--- src/design/bltsp_pkg.sv ---
package bltsp_pkg;

  // Frame limits and pixel width.
  localparam int MAX_WIDTH  = 1024;
  localparam int MAX_HEIGHT = 1024;
  localparam int PIXEL_BITS = 32;

  // Derived widths.
  localparam int COL_W      = $clog2(MAX_WIDTH);
  localparam int WDIM_W     = $clog2(MAX_WIDTH + 1);
  localparam int HDIM_W     = $clog2(MAX_HEIGHT + 1);
  localparam int ROW_W      = $clog2(MAX_HEIGHT + 2);
  localparam int CFG_DATA_W = 11;
  localparam int CFG_IDX_W  = 2;
  localparam int COUNT_W    = 21;

  localparam logic [COUNT_W-1:0] COUNT_MAX = '1;

  // Reset values of the frame size registers, already clamped to the limits.
  localparam int WIDTH_RST  = (MAX_WIDTH < 1024) ? MAX_WIDTH : 1024;
  localparam int HEIGHT_RST = (MAX_HEIGHT < 1024) ? MAX_HEIGHT : 1024;

  // Configuration register indexes.
  localparam logic [CFG_IDX_W-1:0] CFG_IDX_WIDTH   = 2'd0;
  localparam logic [CFG_IDX_W-1:0] CFG_IDX_HEIGHT  = 2'd1;
  localparam logic [CFG_IDX_W-1:0] CFG_IDX_SUBPASS = 2'd2;

  // Queue geometry, shared by the token queue and the result queue.
  localparam int Q_DEPTH = 4;
  localparam int Q_PTR_W = $clog2(Q_DEPTH);
  localparam int Q_CNT_W = $clog2(Q_DEPTH + 1);

  // Thinning templates. Mask bits from bit 0 up: top-left, left, bottom-left,
  // bottom, bottom-right, right, top-right, top.
  localparam logic [7:0] TMPL_ON [8] = '{
    8'd40, 8'd10, 8'd130, 8'd160, 8'd42, 8'd138, 8'd162, 8'd168
  };
  localparam logic [7:0] TMPL_OFF [8] = '{
    8'd131, 8'd224, 8'd56, 8'd14, 8'd128, 8'd32, 8'd8, 8'd2
  };

  typedef struct packed {
    logic               op;
    logic signed [31:0] pixel;
  } in_item_t;

  typedef struct packed {
    logic signed [31:0]   pixel_out;
    logic                 was_deleted;
    logic                 frame_last;
    logic [COUNT_W-1:0]   deletion_count;
  } out_item_t;

  // One classified stream word, handed from the front end to the back end.
  typedef struct packed {
    logic [PIXEL_BITS-1:0] value;
    logic [COL_W-1:0]      col;
    logic                  emit;
    logic                  last;
    logic                  has_l;
    logic                  has_r;
    logic                  has_t;
    logic                  has_b;
  } token_t;

  // Frame control seen by the back end.
  typedef struct packed {
    logic       restart;
    logic [1:0] subpass;
  } ctl_t;

  function automatic logic tmpl_hit(logic [2:0] t, logic [7:0] m);
    return ((m & TMPL_ON[t]) == TMPL_ON[t]) && ((m & TMPL_OFF[t]) == 8'd0);
  endfunction

  // A subpass uses templates s, s+1 (mod 4) and s+4.
  function automatic logic subpass_delete(logic [1:0] s, logic [7:0] m);
    logic [1:0] s_next;
    s_next = s + 2'd1;
    return tmpl_hit({1'b0, s}, m) || tmpl_hit({1'b0, s_next}, m) ||
           tmpl_hit({1'b1, s}, m);
  endfunction

endpackage

--- src/design/bltsp_outq.sv ---
module bltsp_outq (
  input  logic                 clk,
  input  logic                 rst_n,
  input  logic                 wr_en,
  input  bltsp_pkg::out_item_t wr_data,
  output logic                 full,
  input  logic                 rd_en,
  output logic                 empty,
  output bltsp_pkg::out_item_t rd_data
);
  import bltsp_pkg::*;

  out_item_t          mem_r [Q_DEPTH];
  logic [Q_PTR_W-1:0] wr_ptr_r, rd_ptr_r;
  logic [Q_CNT_W-1:0] count_r, count_nxt;

  assign full    = count_r == Q_CNT_W'(Q_DEPTH);
  assign empty   = count_r == '0;
  assign rd_data = mem_r[rd_ptr_r];

  // Occupancy follows the push and pop strobes.
  always_comb begin
    count_nxt = count_r;
    if (wr_en && !rd_en) begin
      count_nxt = count_r + Q_CNT_W'(1);
    end else if (rd_en && !wr_en) begin
      count_nxt = count_r - Q_CNT_W'(1);
    end
  end

  always_ff @(posedge clk) begin
    if (!rst_n) begin
      wr_ptr_r <= '0;
      rd_ptr_r <= '0;
      count_r  <= '0;
    end else begin
      if (wr_en) begin
        wr_ptr_r <= wr_ptr_r + Q_PTR_W'(1);
      end
      if (rd_en) begin
        rd_ptr_r <= rd_ptr_r + Q_PTR_W'(1);
      end
      count_r <= count_nxt;
    end
  end

  // Storage.
  always_ff @(posedge clk) begin
    if (wr_en) begin
      mem_r[wr_ptr_r] <= wr_data;
    end
  end

  // The back end holds its result while this queue is full.
  a_no_overflow: assert property (@(posedge clk) disable iff (!rst_n)
    wr_en |-> !full)
    else $error("result queue overflow");

endmodule

--- config.mk ---
export PLATFORM = sky130hd
export DESIGN_NAME = bltsp_outq
export DESIGN_NICKNAME = d
export VERILOG_FILES = /design/src/design/bltsp_pkg.sv /design/src/design/bltsp_outq.sv
export SDC_FILE = /design/constraint.sdc
export NUM_CORES = 1
export LEC_CHECK = 0
export BUFFER_PORTS_ARGS = -buffer_cell sky130_fd_sc_hd__clkbuf_2
export CAP_MARGIN = 20
export CORE_UTILIZATION = 61
export CTS_CLUSTER_SIZE = 12
export DETAILED_ROUTE_END_ITERATION = 10
export HOLD_SLACK_MARGIN = 0.1
export PLACE_DENSITY = 0.82
export SYNTH_ARGS = -nofsm -noshare
export SYNTH_HDL_FRONTEND = slang
export SYNTH_SLANG_ARGS = --single-unit
export TNS_END_PERCENT = 100
--- constraint.sdc ---
create_clock -name clk -period 6.24 [get_ports clk]
set_input_delay 0 -clock clk [delete_from_list [all_inputs] [get_ports clk]]
set_output_delay 0 -clock clk [all_outputs]
set_load 0.03 [all_outputs]
==> results of run 1 <==
cell usage after synthesis (2+ instances only):
cell	instances	area share, %
sky130_fd_sc_hd__dfxtp_1	9	2.1
sky130_fd_sc_hd__and2_1	9	0.67
sky130_fd_sc_hd__xor2_1	3	0.31
sky130_fd_sc_hd__ha_1	5	0.74
sky130_fd_sc_hd__mux4_1	5	1.6
sky130_fd_sc_hd__mux4_2	50	13
sky130_fd_sc_hd__buf_2	5	0.30
sky130_fd_sc_hd__xnor2_1	2	0.21
sky130_fd_sc_hd__inv_1	4	0.18
sky130_fd_sc_hd__nor2b_1	2	0.15
sky130_fd_sc_hd__mux2i_1	2	0.24
sky130_fd_sc_hd__edfxtp_1	220	78
sky130_fd_sc_hd__buf_12	5	1.2
kinds of logic after synthesis:
family	count (synthesis)
DFF	229
muxes	57
and+or+nand+nor	15
buffers and inverters	16
adders and majority gates	6
AOI/OAI and AO/OA	2
xor gates and xnor gates	5
stage by stage:
step | setup slack, ns | instances | power, uW | hold WS, ns
6_report | 3.63 | 710 | 3390 | 0.281
5_1_grt | 3.44 | 710 | 3510 | 0.270
4_1_cts | 3.53 | 710 | 3430 | 0.265
3_5_place_dp | 4.04 | 615 | 2230 | 0.222
3_3_place_gp | 4.04 | 615 | 2210 | 0.213
2_1_floorplan | 3.98 | 330 | 2110 | 0.0989
sequential cells by signal, indices dropped and copies added, names as in the netlist, named ones only:
name      cells
count_r       3
wr_ptr_r      2
mem_r       220
rd_ptr_r      2
per-layer routing:
layer | up-vias | global-route usage, % | part of all wire (%)
li1 | 1794 | - | -
met1 | 2026 | 27.4 | 42
met2 | 126 | 35.9 | 51
met3 | 22 | 3.66 | 5.0
met4 | 0 | 5.63 | 1.7
met5 | - | 0 | 0
path summary, 6_finish.rpt:
path	from	to	cells after the start
max reg2reg	wr_ptr_r[0]	mem_r[2][48]	4
min reg2reg	count_r[2]	count_r[2]	2
max	flop	rd_data[51]	3
min	wr_data[33]	mem_r[1][33]	2
layout make-up:
type	count	area, um^2
well taps	176	220
multi-input cells	85	1510
clock buffers	33	623
flip-flops and latches	229	6790
clock inverters	3	11.3
fillers	694	3020
inverters	4	15.0
repair buffers	180	1210
where the power goes:
part           leakage, uW  internal, uW  switching, uW
Sequential         0.00210          1770           30.6
Combinational      0.00121           170            258
Clock             0.000306           683            487
placed cells by master (no fill, tap or decap):
cell type / n
sky130_fd_sc_hd__mux4_1: 5
sky130_fd_sc_hd__clkbuf_16: 23
sky130_fd_sc_hd__mux4_2: 50
sky130_fd_sc_hd__o21ai_0: 1
sky130_fd_sc_hd__clkinv_1: 3
sky130_fd_sc_hd__clkbuf_2: 115
sky130_fd_sc_hd__nor2b_1: 2
sky130_fd_sc_hd__or3_1: 1
sky130_fd_sc_hd__dfxtp_2: 1
sky130_fd_sc_hd__nor3b_1: 1
sky130_fd_sc_hd__a21boi_0: 1
sky130_fd_sc_hd__buf_4: 6
sky130_fd_sc_hd__dfxtp_4: 1
sky130_fd_sc_hd__nand2_1: 1
sky130_fd_sc_hd__dlygate4sd3_1: 59
sky130_fd_sc_hd__and2_1: 5
sky130_fd_sc_hd__clkbuf_1: 9
sky130_fd_sc_hd__and2_2: 4
sky130_fd_sc_hd__xnor2_1: 2
sky130_fd_sc_hd__fa_1: 1
sky130_fd_sc_hd__dfxtp_1: 7
sky130_fd_sc_hd__ha_1: 5
sky130_fd_sc_hd__edfxtp_1: 220
sky130_fd_sc_hd__xor2_1: 3
sky130_fd_sc_hd__nor3_1: 1
sky130_fd_sc_hd__mux2i_1: 2
sky130_fd_sc_hd__inv_1: 4
sky130_fd_sc_hd__clkbuf_8: 1
==> metrics list, run 1 <==
- Slew Viols, Final: 0
- The cell count after synthesis came out at 330.
- Critical Path, Cell by Cell: buf_4 -> mux4_1 -> clkbuf_2
- The path class of the tightest hold or removal check is primary input to flop.
* Tightest slew margin relative to the limit: ~47%
- Initial cell density of the core: approximately 63%
- Dividing total power by cell area gives a power density of 327 nW/um^2.
- Of all flip-flops after synthesis, the portion carrying an async set or reset was 0%.
- Portion of the post-synthesis area used by sequential elements: about four fifths
- Buffers added to address setup during post-CTS repair amount to 0.
* CTS clock-pin slew for the worst setup and hold paths: approximately 0.060 ns
- Layout Cell Area excl Fill: 10400 um^2
- Setup violations remaining at the end of the flow were counted as 0.
- All-layer global routing usage: approximately a fifth
- Dividing the detail-routed wire length by the instance count gives 20.4 um.
- Post-Synth XOR/XNOR Area: less than 1%
- The number of buffers and inverters on the critical path is 2.
* Number of nets still failing antenna checks after routing: 0
* Syn Std Cell Area: 8450 um^2
* PortBufs: 115
- DRC violations left: 0
- Number of I/O pins: 116
- Global-route wire length before repair: 22200 um
- Floorplan die height: 120 um
- Max-cap violations in this run came to 0.
- In this run the cell area measured after placement is between 9000 and 10000 um^2.
- WL final: roughly 15000 um
- Worst R2R Setup Slack: ~4.2 ns
- In the finished design, the share of the clock period the worst path needs comes to between 40% and 50%.
- Synthesized area per cell: between 20 and 30 um^2
- Fraction of final layout cells with drive strength greater than 1: between 30% and 40%
- Routability-driven placement finished with a final weighted congestion of around 0.7.
- Measured against the total synthesized area, the mux share comes to about 15%.
- The die covers about 14000 um^2.
- By startpoint and endpoint, the worst setup path is classified as flop to primary output.
- Pleak: 0.00361 uW
* Cell at the slowest stage of the critical path: sky130_fd_sc_hd__buf_4
- Worst clock skew: between 0.004 and 0.005 ns
- Entering global routing, the biggest net connects 40 pins.
- Number of clock buffers inserted by TritonCTS: 23
- Required time of the critical path: about 6.2 ns
* Arithmetic-cell share of the synthesized area counting full adders, half adders and majority gates: less than 1%
- Slew at the pin with the worst max-slew slack: approximately 0.80 ns
- Vias: roughly 4000
* Critical path arrival: 2.61 ns
- For this run, the number of Yosys warnings is 0.
- Endpoint kind of the worst setup timing path: primary output
* Result of the run: completed
* EDFF count, synth: 220
- Clock latency on the worst-skew pair, taken at its later pin, is between 0.4 and 0.5 ns.
- The synthesized netlist devotes 0.148% of its cell area to compound gates.
- End-of-flow core utilization: between 70% and 80%
- For this run, the leading register cell type out of synthesis is sky130_fd_sc_hd__edfxtp_1.
- Post-synth net total: 395
- Delay of the slowest critical-path stage: 0.71 ns
- Violation count after the first detailed-route iteration: 250
- Detailed placement finished with a half-perimeter wire length of 8340 um.
- Initial antenna violation count: 0
- Vias in the first global route: 4165
- Once the clock tree was built, the resizer swapped 0 gates to a different size.
* TritonCTS sink count: approximately 230
- Core area: 13400 um^2
- The cell family contributing the most delay on the critical path is buffers and inverters.
* Hold Buf Count CTS: slightly below 60
- Counting distinct cell types in the post-synthesis netlist gives 22.
- Layout net count: roughly 590
* TritonCTS clock tree: built
- Final setup TNS: 0 ns
- Basic-gate share of the synthesized area counting and, or, nand and nor cells: 1.08%
* Min cycle time layout: approximately 2.6 ns
- Top achievable clock speed: approximately 0.38 GHz
- Final hold violation count: 0
- Setup repair after global routing left no endpoint under its margin.
- Number of placement rows: 42
* Combinational family with the most area after synthesis: multiplexers
* Root Buffer Master: sky130_fd_sc_hd__clkbuf_16
- Number of synthesized register bits: 229
- Summed over all layers, the global routing overflow is 0.
- VDD sags by at most 0.000230 V.
- Compared with the post-synthesis result, the final layout area differs by 22.9%.
* Crit path max fanout: 39
- Average vias per placed instance: about 5.6
- The worst setup path is launched from a flop.
- TritonRoute pass-1 iters: 4
- Antenna cells: 0
- Max Buffers Root-to-Sink: 3
- Chip Width: around 120 um
- In this run the number of H-tree levels came out at 1.
Note: power is estimated with default switching activity, not from simulation.
==> inputs of run 2 (changes only) <==
--- a/config.mk
+++ b/config.mk
@@ -7,11 +7,11 @@
 export LEC_CHECK = 0
 export BUFFER_PORTS_ARGS = -buffer_cell sky130_fd_sc_hd__clkbuf_2
 export CAP_MARGIN = 20
-export CORE_UTILIZATION = 61
+export CORE_UTILIZATION = 57
 export CTS_CLUSTER_SIZE = 12
 export DETAILED_ROUTE_END_ITERATION = 10
 export HOLD_SLACK_MARGIN = 0.1
-export PLACE_DENSITY = 0.82
+export PLACE_DENSITY = 0.77
 export SYNTH_ARGS = -nofsm -noshare
 export SYNTH_HDL_FRONTEND = slang
 export SYNTH_SLANG_ARGS = --single-unit
==> constraint.sdc (replaced) <==
create_clock -name clk -period 2.5 [get_ports clk]
set_input_delay 0 -clock clk [delete_from_list [all_inputs] [get_ports clk]]
set_output_delay 0 -clock clk [all_outputs]
set_load 0.03 [all_outputs]
==> metrics list, run 2 (synthesized netlist as in run 1, its figures left out) <==
- Remaining global-route overflow: 0
* Hold Buf Count CTS: around 60
- All-layer global routing usage: 19.3%
- End point of the worst hold path: mem_r[1][27]
* Chip Width: 124 um
- Required time of the critical path: around 2.5 ns
- Together, buffers and inverters on the worst path number 2.
- The worst setup path is launched from a flop.
* Max reg flops: 220
- The floorplan has 44 rows.
* Initial antenna violation count: 0
* WL final: around 15000 um
- DRC violations left: 0
- The detailed router put a total of 6240 um of wire on met1.
- Average vias per placed instance: 5.53
- The count of nets left with antenna violations once routing finished came out at 0.
* Pleak: between 0.003 and 0.004 uW
* Post-CTS setup-driven buffer insertion count: 0
* Peak supply drop: 0.000592 V
* Critical path arrival: 2.20 ns
- Top register by number of flip-flops: mem_r
* Met3 WL post-DR: between 500 and 600 um
* Cell at the slowest stage of the critical path: sky130_fd_sc_hd__mux4_1
- Top achievable clock speed: about 0.45 GHz
- The highest metal layer carrying signal wires in the routed design is met4.
* Number of H-tree branching levels: 1
* Number of I/O pins: roughly 120
* Clock network latency to the later pin of the worst-skew pair: around 0.5 ns
- On the final layout, the worst clock skew is roughly 0.009 ns.
- The die covers between 15000 and 20000 um^2.
- The final critical path takes up ~88% of the cycle.
- # resized after CTS: 0
- The pre-antenna-repair detailed-routing pass consisted of 4 iterations.
- PortBufs: 115
- The worst pin sits at a relative slew slack of 61.6%.
- Total power divided by cell area: 808 nW/um^2
- Worst R2R Setup Slack: 0.84 ns
- The top cell types in the final layout, fill and taps aside, are sky130_fd_sc_hd__edfxtp_1 (220), sky130_fd_sc_hd__clkbuf_2 (115), sky130_fd_sc_hd__dlygate4sd3_1 (59), sky130_fd_sc_hd__mux4_2 (50), sky130_fd_sc_hd__clkbuf_16 (23).
* Worst hold path depth: 2
* TritonCTS clock tree: built
- In this run the most critical hold path is launched from wr_data[27].
* TritonCTS sink count: around 230
* Number of max-cap violations: 0
* Pin count of the biggest net entering global routing: 32
- Leaving out fill and tap cells, the most frequent cell in the layout is sky130_fd_sc_hd__edfxtp_1.
- The longest clock path from root to sink contains 3 buffers.
- HPWL Detailed: slightly below 9000 um
- The worst register-to-register path begins at wr_ptr_r[0].
- Initial cell density of the core: ~58%
- The cell sitting at the root of the clock tree is a sky130_fd_sc_hd__clkbuf_16.
- Dividing the detail-routed wire length by the instance count gives 20.2 um.
* Layout net count: 594
* Global-route wire length before repair: roughly 21000 um
- Terminus of the critical flop-to-flop path: mem_r[2][12]
- STA classifies the critical path endpoint as a primary output.
* Worst slack on hold paths: between 0.2 and 0.3 ns
- Total chip power: 8460 uW
- Setup violations remaining at the end of the flow were counted as 0.
- Area added between synthesis and finish: 24.0%
- Summed over all failing endpoints, the final setup total negative slack is 0 ns.
* Crit path max fanout: 15
- The floorplan step set the die height to 124 um.
- Violation count after the first detailed-route iteration: 280
* Fraction of final layout cells with drive strength greater than 1: 38.4%
* Critical Path, Cell by Cell: buf_4 -> mux4_1 -> clkbuf_2
* Number of clock buffers inserted by TritonCTS: 23
* Met2 routed wirelength: approximately 7500 um
- The max-slew violation count came to 0.
- Type of the worst setup path: flop to primary output
* Min cycle time layout: around 2.2 ns
- RSZ-0062 raised after global routing: no
* Delay of the slowest critical-path stage: ~0.6 ns
- The via count of the first global-routing pass was between 4000 and 5000.
- Vias: a little under 4000
* Critical path's top delay family: multiplexers
- Core area: roughly 14000 um^2
* Slew at the pin with the worst max-slew slack: approximately 0.58 ns
* Class of the most critical hold timing path: primary input to flop
- At the end of routability-driven placement, the weighted congestion stood at around 0.67.
- Result of the run: completed
* Largest registers in the final layout: mem_r: 220 flops, count_r: 3 flops
* Final hold violation count: 0
- Antenna cells: 0
* Number of cells traversed by the worst register-to-register path: 4
- After clock tree synthesis, the clock-pin slew on the worst setup and hold paths is approximately 0.060 ns.
==> run 2: cell types whose count changed in the layout (fill, tap and decap cells not counted), sizes merged <==
cell    previous run  this run
clkbuf           148       145
clkinv             3         2
buf                6        12
==> run 2: area by class of cell <==
cell class,count,area [um^2]
flip-flops and latches,229,6790
repair buffers,186,1320
clock buffers,30,602
clock inverters,2,7.51
well taps,184,230
multi-input cells,85,1510
fillers,874,4000
inverters,4,15.0
==> run 2: metrics by stage <==
stage | instances | setup slack (ns) | instance area, um^2 | util, %
finish | 720 | 0.301 | 10500 | 72.4
global route | 720 | 0.168 | 10500 | 72.4
CTS | 720 | 0.221 | 10500 | 72.4
detailed placement | 629 | 0.741 | 9280 | 64.1
global placement | 629 | 0.761 | 9280 | 64.1
floorplan | 330 | 0.237 | 8450 | -
==> run 2: power breakdown <==
| part | leakage [uW] | internal (uW) | switching (uW) | total, uW |
|---|---|---|---|---|
| clock network | 0.000295 | 1660 | 1230 | 2890 |
| logic | 0.00125 | 446 | 659 | 1100 |
| registers | 0.00210 | 4410 | 62.2 | 4470 |
==> run 2: worst max path at each step <==
stage                      from     endpoint  cells past startpoint
finish                     flop  rd_data[51]                      3
global route               flop  rd_data[51]                      3
CTS                        flop  rd_data[51]                      3
detailed placement         flop  rd_data[51]                      3
global placement           flop  rd_data[51]                      3
floorplan           wr_ptr_r[0]  mem_r[2][0]                      3
==> run 2: per-layer routing <==
| metal | global-route usage [%] | vias to the layer above |
|---|---|---|
| met5 | 0 | - |
| met4 | 6.70 | 0 |
| met3 | 2.79 | 22 |
| met2 | 33.0 | 94 |
| met1 | 25.6 | 2068 |
| li1 | - | 1794 |
==> run 2: worst register-to-register path, cell delays in order, from the launching register on <==
cell                      delay (ns)
sky130_fd_sc_hd__dfxtp_1        0.35
sky130_fd_sc_hd__inv_1          0.09
sky130_fd_sc_hd__ha_1           0.13
sky130_fd_sc_hd__and2_2         0.52
sky130_fd_sc_hd__buf_12         0.26
