==> src/design/bltsp_pkg.sv <==
package bltsp_pkg;

  // Frame limits and pixel width.
  localparam int MAX_WIDTH  = 1024;
  localparam int MAX_HEIGHT = 1024;
  localparam int PIXEL_BITS = 32;

  // Derived widths.
  localparam int COL_W      = $clog2(MAX_WIDTH);
  localparam int WDIM_W     = $clog2(MAX_WIDTH + 1);
  localparam int HDIM_W     = $clog2(MAX_HEIGHT + 1);
  localparam int ROW_W      = $clog2(MAX_HEIGHT + 2);
  localparam int CFG_DATA_W = 11;
  localparam int CFG_IDX_W  = 2;
  localparam int COUNT_W    = 21;

  localparam logic [COUNT_W-1:0] COUNT_MAX = '1;

  // Reset values of the frame size registers, already clamped to the limits.
  localparam int WIDTH_RST  = (MAX_WIDTH < 1024) ? MAX_WIDTH : 1024;
  localparam int HEIGHT_RST = (MAX_HEIGHT < 1024) ? MAX_HEIGHT : 1024;

  // Configuration register indexes.
  localparam logic [CFG_IDX_W-1:0] CFG_IDX_WIDTH   = 2'd0;
  localparam logic [CFG_IDX_W-1:0] CFG_IDX_HEIGHT  = 2'd1;
  localparam logic [CFG_IDX_W-1:0] CFG_IDX_SUBPASS = 2'd2;

  // Queue geometry, shared by the token queue and the result queue.
  localparam int Q_DEPTH = 4;
  localparam int Q_PTR_W = $clog2(Q_DEPTH);
  localparam int Q_CNT_W = $clog2(Q_DEPTH + 1);

  // Thinning templates. Mask bits from bit 0 up: top-left, left, bottom-left,
  // bottom, bottom-right, right, top-right, top.
  localparam logic [7:0] TMPL_ON [8] = '{
    8'd40, 8'd10, 8'd130, 8'd160, 8'd42, 8'd138, 8'd162, 8'd168
  };
  localparam logic [7:0] TMPL_OFF [8] = '{
    8'd131, 8'd224, 8'd56, 8'd14, 8'd128, 8'd32, 8'd8, 8'd2
  };

  typedef struct packed {
    logic               op;
    logic signed [31:0] pixel;
  } in_item_t;

  typedef struct packed {
    logic signed [31:0]   pixel_out;
    logic                 was_deleted;
    logic                 frame_last;
    logic [COUNT_W-1:0]   deletion_count;
  } out_item_t;

  // One classified stream word, handed from the front end to the back end.
  typedef struct packed {
    logic [PIXEL_BITS-1:0] value;
    logic [COL_W-1:0]      col;
    logic                  emit;
    logic                  last;
    logic                  has_l;
    logic                  has_r;
    logic                  has_t;
    logic                  has_b;
  } token_t;

  // Frame control seen by the back end.
  typedef struct packed {
    logic       restart;
    logic [1:0] subpass;
  } ctl_t;

  function automatic logic tmpl_hit(logic [2:0] t, logic [7:0] m);
    return ((m & TMPL_ON[t]) == TMPL_ON[t]) && ((m & TMPL_OFF[t]) == 8'd0);
  endfunction

  // A subpass uses templates s, s+1 (mod 4) and s+4.
  function automatic logic subpass_delete(logic [1:0] s, logic [7:0] m);
    logic [1:0] s_next;
    s_next = s + 2'd1;
    return tmpl_hit({1'b0, s}, m) || tmpl_hit({1'b0, s_next}, m) ||
           tmpl_hit({1'b1, s}, m);
  endfunction

endpackage

==> src/design/bltsp_front.sv <==
module bltsp_front (
  input  logic                             clk,
  input  logic                             rst_n,
  input  logic                             cfg_valid,
  output logic                             cfg_ready,
  input  logic [bltsp_pkg::CFG_IDX_W-1:0]  cfg_index,
  input  logic [bltsp_pkg::CFG_DATA_W-1:0] cfg_data,
  input  logic                             push,
  input  logic                             full,
  input  bltsp_pkg::in_item_t              in_data,
  output logic                             tok_push,
  output bltsp_pkg::token_t                tok,
  output bltsp_pkg::ctl_t                  ctl
);
  import bltsp_pkg::*;

  logic [WDIM_W-1:0] w_r, w_cfg;
  logic [HDIM_W-1:0] h_r, h_cfg;
  logic [1:0]        subpass_r;
  logic [COL_W-1:0]  in_column_r, in_column_nxt;
  logic [ROW_W-1:0]  in_row_r, in_row_nxt;
  logic [ROW_W-1:0]  h_row;
  logic              restart, accept, expected, ignored, col_zero, col_wrap;

  assign cfg_ready = 1'b1;
  assign restart   = cfg_valid && (cfg_index == CFG_IDX_WIDTH ||
                     cfg_index == CFG_IDX_HEIGHT || cfg_index == CFG_IDX_SUBPASS);

  // Clamp frame sizes: zero counts as one, large values saturate.
  always_comb begin
    if (cfg_data == '0) begin
      w_cfg = WDIM_W'(1);
      h_cfg = HDIM_W'(1);
    end else begin
      w_cfg = (32'(cfg_data) > MAX_WIDTH) ? WDIM_W'(MAX_WIDTH) : WDIM_W'(cfg_data);
      h_cfg = (32'(cfg_data) > MAX_HEIGHT) ? HDIM_W'(MAX_HEIGHT) : HDIM_W'(cfg_data);
    end
  end

  // Configuration registers.
  always_ff @(posedge clk) begin
    if (!rst_n) begin
      w_r       <= WDIM_W'(WIDTH_RST);
      h_r       <= HDIM_W'(HEIGHT_RST);
      subpass_r <= 2'd0;
    end else if (cfg_valid) begin
      case (cfg_index)
        CFG_IDX_WIDTH:   w_r       <= w_cfg;
        CFG_IDX_HEIGHT:  h_r       <= h_cfg;
        CFG_IDX_SUBPASS: subpass_r <= cfg_data[1:0];
        default:         ;
      endcase
    end
  end

  assign ctl.restart = restart;
  assign ctl.subpass = subpass_r;

  // Classify the incoming word against the current raster position.
  assign h_row    = ROW_W'(h_r);
  assign accept   = push && !full;
  assign expected = in_row_r < h_row;
  assign ignored  = expected && in_data.op;
  assign col_zero = in_column_r == '0;
  assign col_wrap = (WDIM_W'(in_column_r) + WDIM_W'(1)) >= w_r;

  // The window centre sits one row and one column behind the input.
  always_comb begin
    tok.value = expected ? in_data.pixel[PIXEL_BITS-1:0] : '0;
    tok.col   = in_column_r;
    tok.emit  = (in_row_r >= ROW_W'(2)) || (in_row_r == ROW_W'(1) && !col_zero);
    tok.last  = col_zero && (in_row_r == h_row + ROW_W'(1));
    tok.has_r = !col_zero;
    if (col_zero) begin
      tok.has_l = w_r > WDIM_W'(1);
      tok.has_t = in_row_r >= ROW_W'(3);
      tok.has_b = in_row_r <= h_row;
    end else begin
      tok.has_l = in_column_r > COL_W'(1);
      tok.has_t = in_row_r >= ROW_W'(2);
      tok.has_b = in_row_r < h_row;
    end
  end

  assign tok_push = accept && !ignored;

  // Raster position counters.
  always_comb begin
    in_column_nxt = in_column_r;
    in_row_nxt    = in_row_r;
    if (restart) begin
      in_column_nxt = '0;
      in_row_nxt    = '0;
    end else if (tok_push) begin
      if (tok.last) begin
        in_column_nxt = '0;
        in_row_nxt    = '0;
      end else if (col_wrap) begin
        in_column_nxt = '0;
        in_row_nxt    = in_row_r + ROW_W'(1);
      end else begin
        in_column_nxt = in_column_r + COL_W'(1);
      end
    end
  end

  always_ff @(posedge clk) begin
    if (!rst_n) begin
      in_column_r <= '0;
      in_row_r    <= '0;
    end else begin
      in_column_r <= in_column_nxt;
      in_row_r    <= in_row_nxt;
    end
  end

  // A register write starts a new frame.
  a_restart_clears: assert property (@(posedge clk) disable iff (!rst_n)
    restart |=> (in_column_r == '0 && in_row_r == '0))
    else $error("frame position not cleared after register write");

  // The row counter never runs past the drain row.
  a_row_bound: assert property (@(posedge clk) disable iff (!rst_n)
    in_row_r <= h_row + ROW_W'(1))
    else $error("row counter beyond end of frame");

endmodule

==> config.mk <==
export PLATFORM = sky130hd
export DESIGN_NAME = bltsp_front
export DESIGN_NICKNAME = d
export VERILOG_FILES = /design/src/design/bltsp_pkg.sv /design/src/design/bltsp_front.sv
export SDC_FILE = /design/constraint.sdc
export NUM_CORES = 1
export LEC_CHECK = 0
export ABC_AREA = 1
export BUFFER_PORTS_ARGS = -buffer_cell sky130_fd_sc_hd__buf_2
export CORE_ASPECT_RATIO = 1.2
export CORE_MARGIN = 4
export CORE_UTILIZATION = 45
export CTS_BUF_LIST = sky130_fd_sc_hd__clkbuf_8
export DETAILED_ROUTE_END_ITERATION = 8
export GPL_TIMING_DRIVEN = 0
export PLACE_DENSITY = 0.7
export RECOVER_POWER = 50
export SLEW_MARGIN = 10
export SYNTH_ARGS = -nofsm -noshare
export SYNTH_HDL_FRONTEND = slang
export SYNTH_SLANG_ARGS = --single-unit
==> constraint.sdc <==
create_clock -name clk -period 3 [get_ports clk]
set_input_delay 0.6 -clock clk [delete_from_list [all_inputs] [get_ports clk]]
set_output_delay 0.6 -clock clk [all_outputs]
set_load 0.05 [all_outputs]
==> results of run 1 <==
-- sequential cells by signal, summed over array words and instances (netlist names) --
register	cells
h_r	11
in_column_r	10
in_row_r	11
subpass_r	2
w_r	11
-- synthesized netlist by cell type (all sizes together) (7+ instances only) --
master	instances	area (um2)
nand3	42	220
o21ai	30	150
nand4	9	56.3
nor2	107	434
buf	9	65.1
a21oi	47	235
xor2	12	105
clkbuf	10	37.5
dfxtp	45	901
ha	30	375
nor3	7	35.0
inv	103	387
nand2	136	538
-- layout make-up --
type / count / area share (%)
Timing Repair Buffer: 103 / 11.4
Clock buffer: 6 / 1.81
Sequential cell: 45 / 20.0
Clock inverter: 2 / 0.739
Tap cell: 95 / 2.60
Inverter: 104 / 8.63
Buffer: 19 / 2.46
Multi-Input combinational cell: 444 / 52.4
-- final timing paths --
kind	cells after the start	startpoint	endpoint	slack, ns
max	10	in_column_r[0]	tok[4]	0.20
min	2	in_column_r[1]	in_column_r[1]	0.52
max reg2reg	16	in_column_r[1]	in_row_r[9]	0.21
min reg2reg	2	in_column_r[1]	in_column_r[1]	0.52
-- worst register-to-register path, stage by stage (launching register included) --
cell and delay, ns:
dfxtp_1 0.39, ha_1 0.21, nand3_1 0.13, nor2_2 0.13, nand4_1 0.17, xor2_1 0.25, ha_1 0.30, a21oi_1 0.16
o21a_1 0.13, nand3_1 0.12, nor2_4 0.15, nand2_4 0.10, nand2_4 0.12, buf_6 0.16, nand2_2 0.06, nand2_1 0.06
nor2_1 0.04
-- metal layers --
metal	global-route usage (%)	wire [um]	vias to the layer above
met5	0	0	-
met4	10.3	376	0
met3	2.66	444	25
met2	39.5	5650	94
met1	26.2	4450	1876
li1	-	-	2148
-- power by group through the flow --
stage | registers, mW | clock network (mW) | logic (mW)
floorplan | 0.646 | 0 | 0.297
global placement | 0.646 | 0 | 0.412
detailed placement | 0.646 | 0 | 0.418
CTS | 0.632 | 0.488 | 0.423
global route | 0.635 | 0.511 | 0.470
finish | 0.632 | 0.476 | 0.430
-- through the flow --
stage                     setup TNS (ns)  hold slack, ns  std cells  instance area [um2]  worst slack, ns
after global placement            -0.118           0.493        809                 4370          -0.0479
final                                  0           0.517        818                 4570            0.201
after global routing                   0           0.558        818                 4570          0.00881
after detailed placement          -0.906           0.491        809                 4370          -0.0966
after floorplan                  -0.0513           0.498        612                 3740          -0.0513
after CTS                              0           0.509        818                 4520          0.00423
-- cell families after synthesis --
group	synth area share [%]
buf+inv	13.2
xor+xnor	4.43
fa+ha+maj	10.1
compound gates	12.1
simple gates	36.0
other cells	0.100
flops	24.1
-- timing repair --
item                                    in CTS  in global routing
pin swaps                                    1                  1
buffers inserted                             1                  0
endpoints found under the setup margin      46                 53
resized for setup                           13                 22
==> parameters.txt, run 1 <==
Parameter                              Value

Final layout
  Net count, final    approximately 800
  Leading cell types in the layout, fill and taps excluded    129 x nand2_1, 101 x inv_1, 97 x nor2_1
  Final standard cell utilization of the core    a little under three fifths
  Ant diodes    0
  Combined flip-flop and latch cell area    a little over 900 um2
  Total of fill cells in the finished design    812
  Footprint of the multi-input gates    2390 um2
  Share of post-route cells with drive strength above 1    19.4%
  Leading cell type in the layout, fill and taps excluded    nand2_1
  Layout overhead on the synthesized area    22.4%

Floorplanning
  Row count    36
  Die H    108 um
  Total die area    9820 um2
  Floorplan die width    91.1 um
  Count of boundary I/O pins    approximately 100
  Initial standard-cell utilization of the core    46.0%
  Core outline area    8110 um2

GRT
  Wire length of the first global-routing pass    18.1 mm
  Initial antenna violation count    0
  Via count of the first global-routing pass    3992
  Maximum number of pins on one net before global-route repair    14
  Combined global-route utilization of all metal layers    22.1%
  Remaining Overflow, GRT    0

Place
  IO buf count    102
  RD Place Congestion    0.914
  Half-perimeter wire length after detailed placement    slightly below 9 mm

Pwr
  Total design power    1.54 mW
  Power per cell area    around 340 nW/um2
  Combinational group share of total power    28.0%
  Largest vdd supply drop    between 0.2 and 0.25 mV
  Sw Pwr    0.533 mW
  Leakage power summed over all cells    2.42 nW
  Sequential power share    41.1%
  Proportion of power drawn by the clock network    between 30% and 40%
  Internal Power    about 1 mW
  Switching Share    34.7%

Drt
  Drt total wl    10.9 mm
  Vias per inst    5.06
  Routed vias    approximately 4100
  Number of nets still failing antenna checks after routing    0
  Routed wire per std cell    13.4 um
  Detailed-routing iteration count for the pre-antenna-repair pass    4
  Detailed router's first-iteration violation count    193
  DRC violation count after routing    0

Setup path
  Crit. End Element    output pin
  Critical Path RT    2.40 ns
  Buf/Inv on CP    4
  Critical Path Fanout Max    10
  Worst path top cell family by delay    buffers and inverters
  Slowest Stage Delay on Critical Path    0.38 ns
  Worst Path Class, Setup    reg2out
  Data arrival at the endpoint of the critical path    around 2.2 ns
  CP Cell Sequence    inv_1, ha_1, nand2_2, nor2_1, nand2_1, nor2_2, nand3_2, buf_4, clkinvlp_4, buf_6
  Startpoint Class    flip-flop
  Library cell contributing the largest single delay on the critical path    dfxtp_4

Clocking
  Clock transition at the register clock pins on the worst setup and hold paths after CTS    0.09 ns
  Clock tree from TritonCTS    yes
  Root buffer cell    clkbuf_8
  Number of CTS-inserted buffers    5
  Number of H-tree levels    2
  Buffer levels on the longest clock path    2
  Hold buffer count at CTS    0
  Clock Sink Count    45
  Worst-skew pair later-pin latency    0.30 ns

Yosys
  Post-synthesis cell count    612
  Synth warnings    0
  Leading register cell type out of synthesis    dfxtp_1
  Sequential cell area fraction in the yosys report    about a quarter
  Flop and latch count out of synthesis    45
  FFs w/ async S/R, synth    0%
  Syn nets    693
  Post-synthesis instance area    3730 um2
  Number of distinct library cell variants in the gate-level netlist after synthesis    33
  Average size of a mapped cell    6.10 um2
  Post-synth EDFFs    0

STA
  Final-report setup violation count    0
  Period minus WS final    2.80 ns
  Clock Skews    ~0.011 ns
  Max-slew violation count    0
  Transition time at the pin with the least slew margin    0.624 ns
  Setup repair after global routing missed its margin    no
  Ratio of final minimum period to clock period    93.3%
  Number of hold-slack violations in the final timing report    0
  Fmax    357 MHz
  Slew headroom    58.6%

Run status
  Result of the run    finished clean

Worst hold path
  Hold WC Path Type    reg2reg

Job
  Maximum Capacitance Violations    0
Note: power is estimated with default switching activity, not from simulation.
==> run 2, diff against run 1 <==
ABC_AREA = not set   (was 1)
PLACE_DENSITY = 0.71   (was 0.7)
==> parameters.txt, run 2 <==
Parameter                              Value

Pwr
  Leakage power summed over all cells    2.43 nW (was 2.42 nW)
  Largest vdd supply drop    0.225 mV (was 0.212 mV)
  Power per cell area    307 nW/um2 (was 337 nW/um2)

STA
  Period minus WS final    3.45 ns (was 2.80 ns)
  Clock Skews    0.00840 ns (was 0.0114 ns)
  Number of hold-slack violations in the final timing report    0 (unchanged)
  Fmax    290 MHz (was 357 MHz)
  Worst-case setup margin in the final layout    -0.453 ns (was 0.201 ns)
  Post-Route Setup TNS    -8.33 ns (was 0 ns)
  Max-slew violation count    0 (unchanged)
  Slew headroom    42.1% (was 58.6%)
  Final-report setup violation count    49 (was 0)
  Ratio of final minimum period to clock period    115% (was 93.3%)
  Transition time at the pin with the least slew margin    0.863 ns (was 0.624 ns)
  Setup repair after global routing missed its margin    yes (was no)
  Worst hold margin    0.478 ns (was 0.517 ns)

Setup path
  Slowest Stage Delay on Critical Path    0.54 ns (was 0.38 ns)
  Worst Path Class, Setup    reg2out (unchanged)
  Critical Path Fanout Max    6 (was 10)
  Library cell appearing most often on the critical path    or4_4
  CP Cell Sequence    nor4_4, nand3_4, or4_4, or4_4, or3_4, clkinvlp_4, buf_8 (was inv_1, ha_1, nand2_2, nor2_1, nand2_1, nor2_2, nand3_2, buf_4, clkinvlp_4, buf_6)
  Startpoint Class    flip-flop (unchanged)
  Data arrival at the endpoint of the critical path    2.85 ns (was 2.20 ns)
  Crit. End Element    output pin (unchanged)
  Critical Path RT    2.40 ns (about the same)
  Library cell contributing the largest single delay on the critical path    or4_4 (was dfxtp_4)

Drt
  Met1 Wirelength    5.11 mm (was 4.45 mm)
  Highest routed metal layer    met4 (unchanged)
  Number of nets still failing antenna checks after routing    0 (unchanged)
  Vias per inst    5.92 (was 5.06)
  Routed vias    4142 (was 4143)
  Detailed router's first-iteration violation count    324 (was 193)
  Met2 Wirelength    6.43 mm (was 5.65 mm)
  Drt total wl    13.1 mm (was 10.9 mm)
  DR WL met3    924 um (was 444 um)
  DRC violation count after routing    0 (unchanged)
  Routed wire per std cell    18.7 um (was 13.4 um)
  Detailed-routing iteration count for the pre-antenna-repair pass    5 (was 4)

Yosys
  Synth warnings    0 (unchanged)
  Syn nets    546 (was 693)
  Post-synthesis cell count    465 (was 612)
  Cell type with the largest total area after synthesis    dfxtp_1 (unchanged)
  Number of distinct library cell variants in the gate-level netlist after synthesis    57 (was 33)
  Post-synth EDFFs    0 (unchanged)
  Largest cells by area after synthesis    dfxtp_1 25%, ha_1 10%, and2_1 5.7% (was dfxtp_1 24%, nand2_1 13%, inv_1 10%)
  List of most frequent post-synthesis cells    55 x nand2_1, 45 x dfxtp_1, 33 x and2_1 (was 129 x nand2_1, 101 x inv_1, 100 x nor2_1)
  Sequential cell area fraction in the yosys report    24.8% (was 24.1%)
  Average size of a mapped cell    7.80 um2 (was 6.10 um2)
  Leading cell type by number of instances after synthesis    nand2_1 (unchanged)
  Flop and latch count out of synthesis    45 (unchanged)
  Leading register cell type out of synthesis    dfxtp_1 (unchanged)
  Post-synthesis instance area    3630 um2 (was 3730 um2)
  FFs w/ async S/R, synth    0% (unchanged)
  Portion of synthesized cell area occupied by the leading cell type    24.8% (was 24.1%)

Final layout
  Final standard cell utilization of the core    70.6% (was 56.4%)
  Combined flip-flop and latch cell area    950 um2 (was 913 um2)
  Footprint of the multi-input gates    2800 um2 (was 2390 um2)
  Ant diodes    0 (unchanged)
  Leading cell type in the layout, fill and taps excluded    buf_2 (was nand2_1)
  Total of fill cells in the finished design    565 (was 812)
  Leading cell types in the layout, fill and taps excluded    62 x buf_2, 55 x nand2_1, 42 x buf_8 (was 129 x nand2_1, 101 x inv_1, 97 x nor2_1)
  Layout overhead on the synthesized area    51.0% (was 22.4%)
  Net count, final    688 (was 803)
  Registers with the most flip-flops    h_r: 11 flops, in_row_r: 11 flops, w_r: 11 flops (unchanged)
  Final standard cell count with taps included and fillers excluded    700 (was 818)
  Share of post-route cells with drive strength above 1    38.8% (was 19.4%)

Clocking
  Worst-skew pair later-pin latency    0.30 ns (about the same)
  Number of H-tree levels    2 (unchanged)
  Clock tree from TritonCTS    yes (unchanged)
  Buffer levels on the longest clock path    2 (unchanged)
  Root buffer cell    clkbuf_8 (unchanged)
  Hold buffer count at CTS    0 (unchanged)
  Clock Sink Count    45 (unchanged)
  Clock transition at the register clock pins on the worst setup and hold paths after CTS    0.09 ns (about the same)
  Number of CTS-inserted buffers    5 (unchanged)

Worst hold path
  Hold WC Path Type    reg2reg (unchanged)

Floorplanning
  Initial standard-cell utilization of the core    46.8% (was 46.0%)
  Count of boundary I/O pins    104 (unchanged)
  Total die area    9560 um2 (was 9820 um2)
  Row count    35 (was 36)
  Die H    106 um (was 108 um)
  Core outline area    7750 um2 (was 8110 um2)
  Floorplan die width    89.9 um (was 91.1 um)

GRT
  Maximum number of pins on one net before global-route repair    14 (unchanged)
  Wire length of the first global-routing pass    20.0 mm (was 18.1 mm)
  Via count of the first global-routing pass    3935 (was 3992)
  Combined global-route utilization of all metal layers    25.7% (was 22.1%)
  Initial antenna violation count    0 (unchanged)
  Remaining Overflow, GRT    0 (unchanged)

Place
  Total placed cells including tap cells    659 (was 809)
  Pre-CTS WS    -0.487 ns (was -0.0966 ns)
  Half-perimeter wire length after detailed placement    8.27 mm (was 8.82 mm)
  RD Place Congestion    0.856 (was 0.914)
  IO buf count    102 (unchanged)

Run status
  Violations in the final reports    negative setup slack
  Result of the run    finished with violations (was finished clean)

Job
  Maximum Capacitance Violations    0 (unchanged)
==> run 2: cell count changes after synthesis, sizes merged, moves of 19 or more <==
cell / before / now
and2: 0 / 33
nand2: 136 / 55
a21boi: 0 / 23
inv: 103 / 29
nand3: 42 / 20
a21oi: 47 / 10
o21ai: 30 / 11
nor2: 107 / 16
==> run 2: per-layer routing <==
metal  track usage, %  vias up
li1                 -     1937
met1             29.5     1910
met2             47.3      240
met3             4.60       55
met4             9.74        0
met5                0        -
==> run 2: worst paths after layout <==
check                  from           end  slack [ns]  depth (start not counted)
max          in_column_r[2]        tok[4]       -0.45                          7
max reg2reg  in_column_r[2]  in_row_r[10]       -0.19                         11
min                  w_r[9]        w_r[9]        0.48                          2
min reg2reg          w_r[9]        w_r[9]        0.48                          2
==> run 2: per-stage QoR <==
step | total power, mW | area, um2
finish | 1.68 | 5470
global route | 1.74 | 5470
CTS | 1.62 | 5170
detailed placement | 1.01 | 4340
global placement | 1.00 | 4340
floorplan | 0.898 | 3710
==> run 2: worst max-delay path: cells and delay by family (launching register included) <==
kind / cells / cell delay (ns)
flip-flops: 1 / 0.37
buffers and inverters: 2 / 0.23
AND/OR/NAND/NOR: 5 / 1.94
==> run 2: power by group <==
| part | switching (mW) | internal [mW] |
|---|---|---|
| logic | 0.326 | 0.264 |
| registers | 0.00899 | 0.596 |
| clock network | 0.216 | 0.269 |
| total | 0.552 | 1.13 |
==> run 2: timing repair <==
item,CTS,global route
gates resized for setup,172,44
buffers inserted,13,18
endpoints found under the setup margin,56,55
pin swaps,16,54
cloned,3,2
==> run 2: cell type report <==
cell class | instances | share of cell area (%)
plain buffers | 23 | 2.79
clock buffers | 6 | 1.51
clock inverters | 2 | 0.617
inverters | 30 | 2.31
multi-input cells | 365 | 51.1
flip-flops and latches | 45 | 17.3
well taps | 92 | 2.10
repair buffers | 137 | 22.2
==> run 2: cell families (layout without fill, tap and decap cells) <==
kind of cell / Yosys count / after routing / share of synthesized area (%)
simple gates: 213 / 213 / 32.3
compound gates: 93 / 93 / 19.2
buf+inv: 55 / 198 / 6.21
flops: 45 / 45 / 24.8
fa+ha+maj: 30 / 30 / 10.4
xor+xnor: 22 / 22 / 5.31
mux: 6 / 6 / 1.73
other cells: 1 / 1 / 0.103
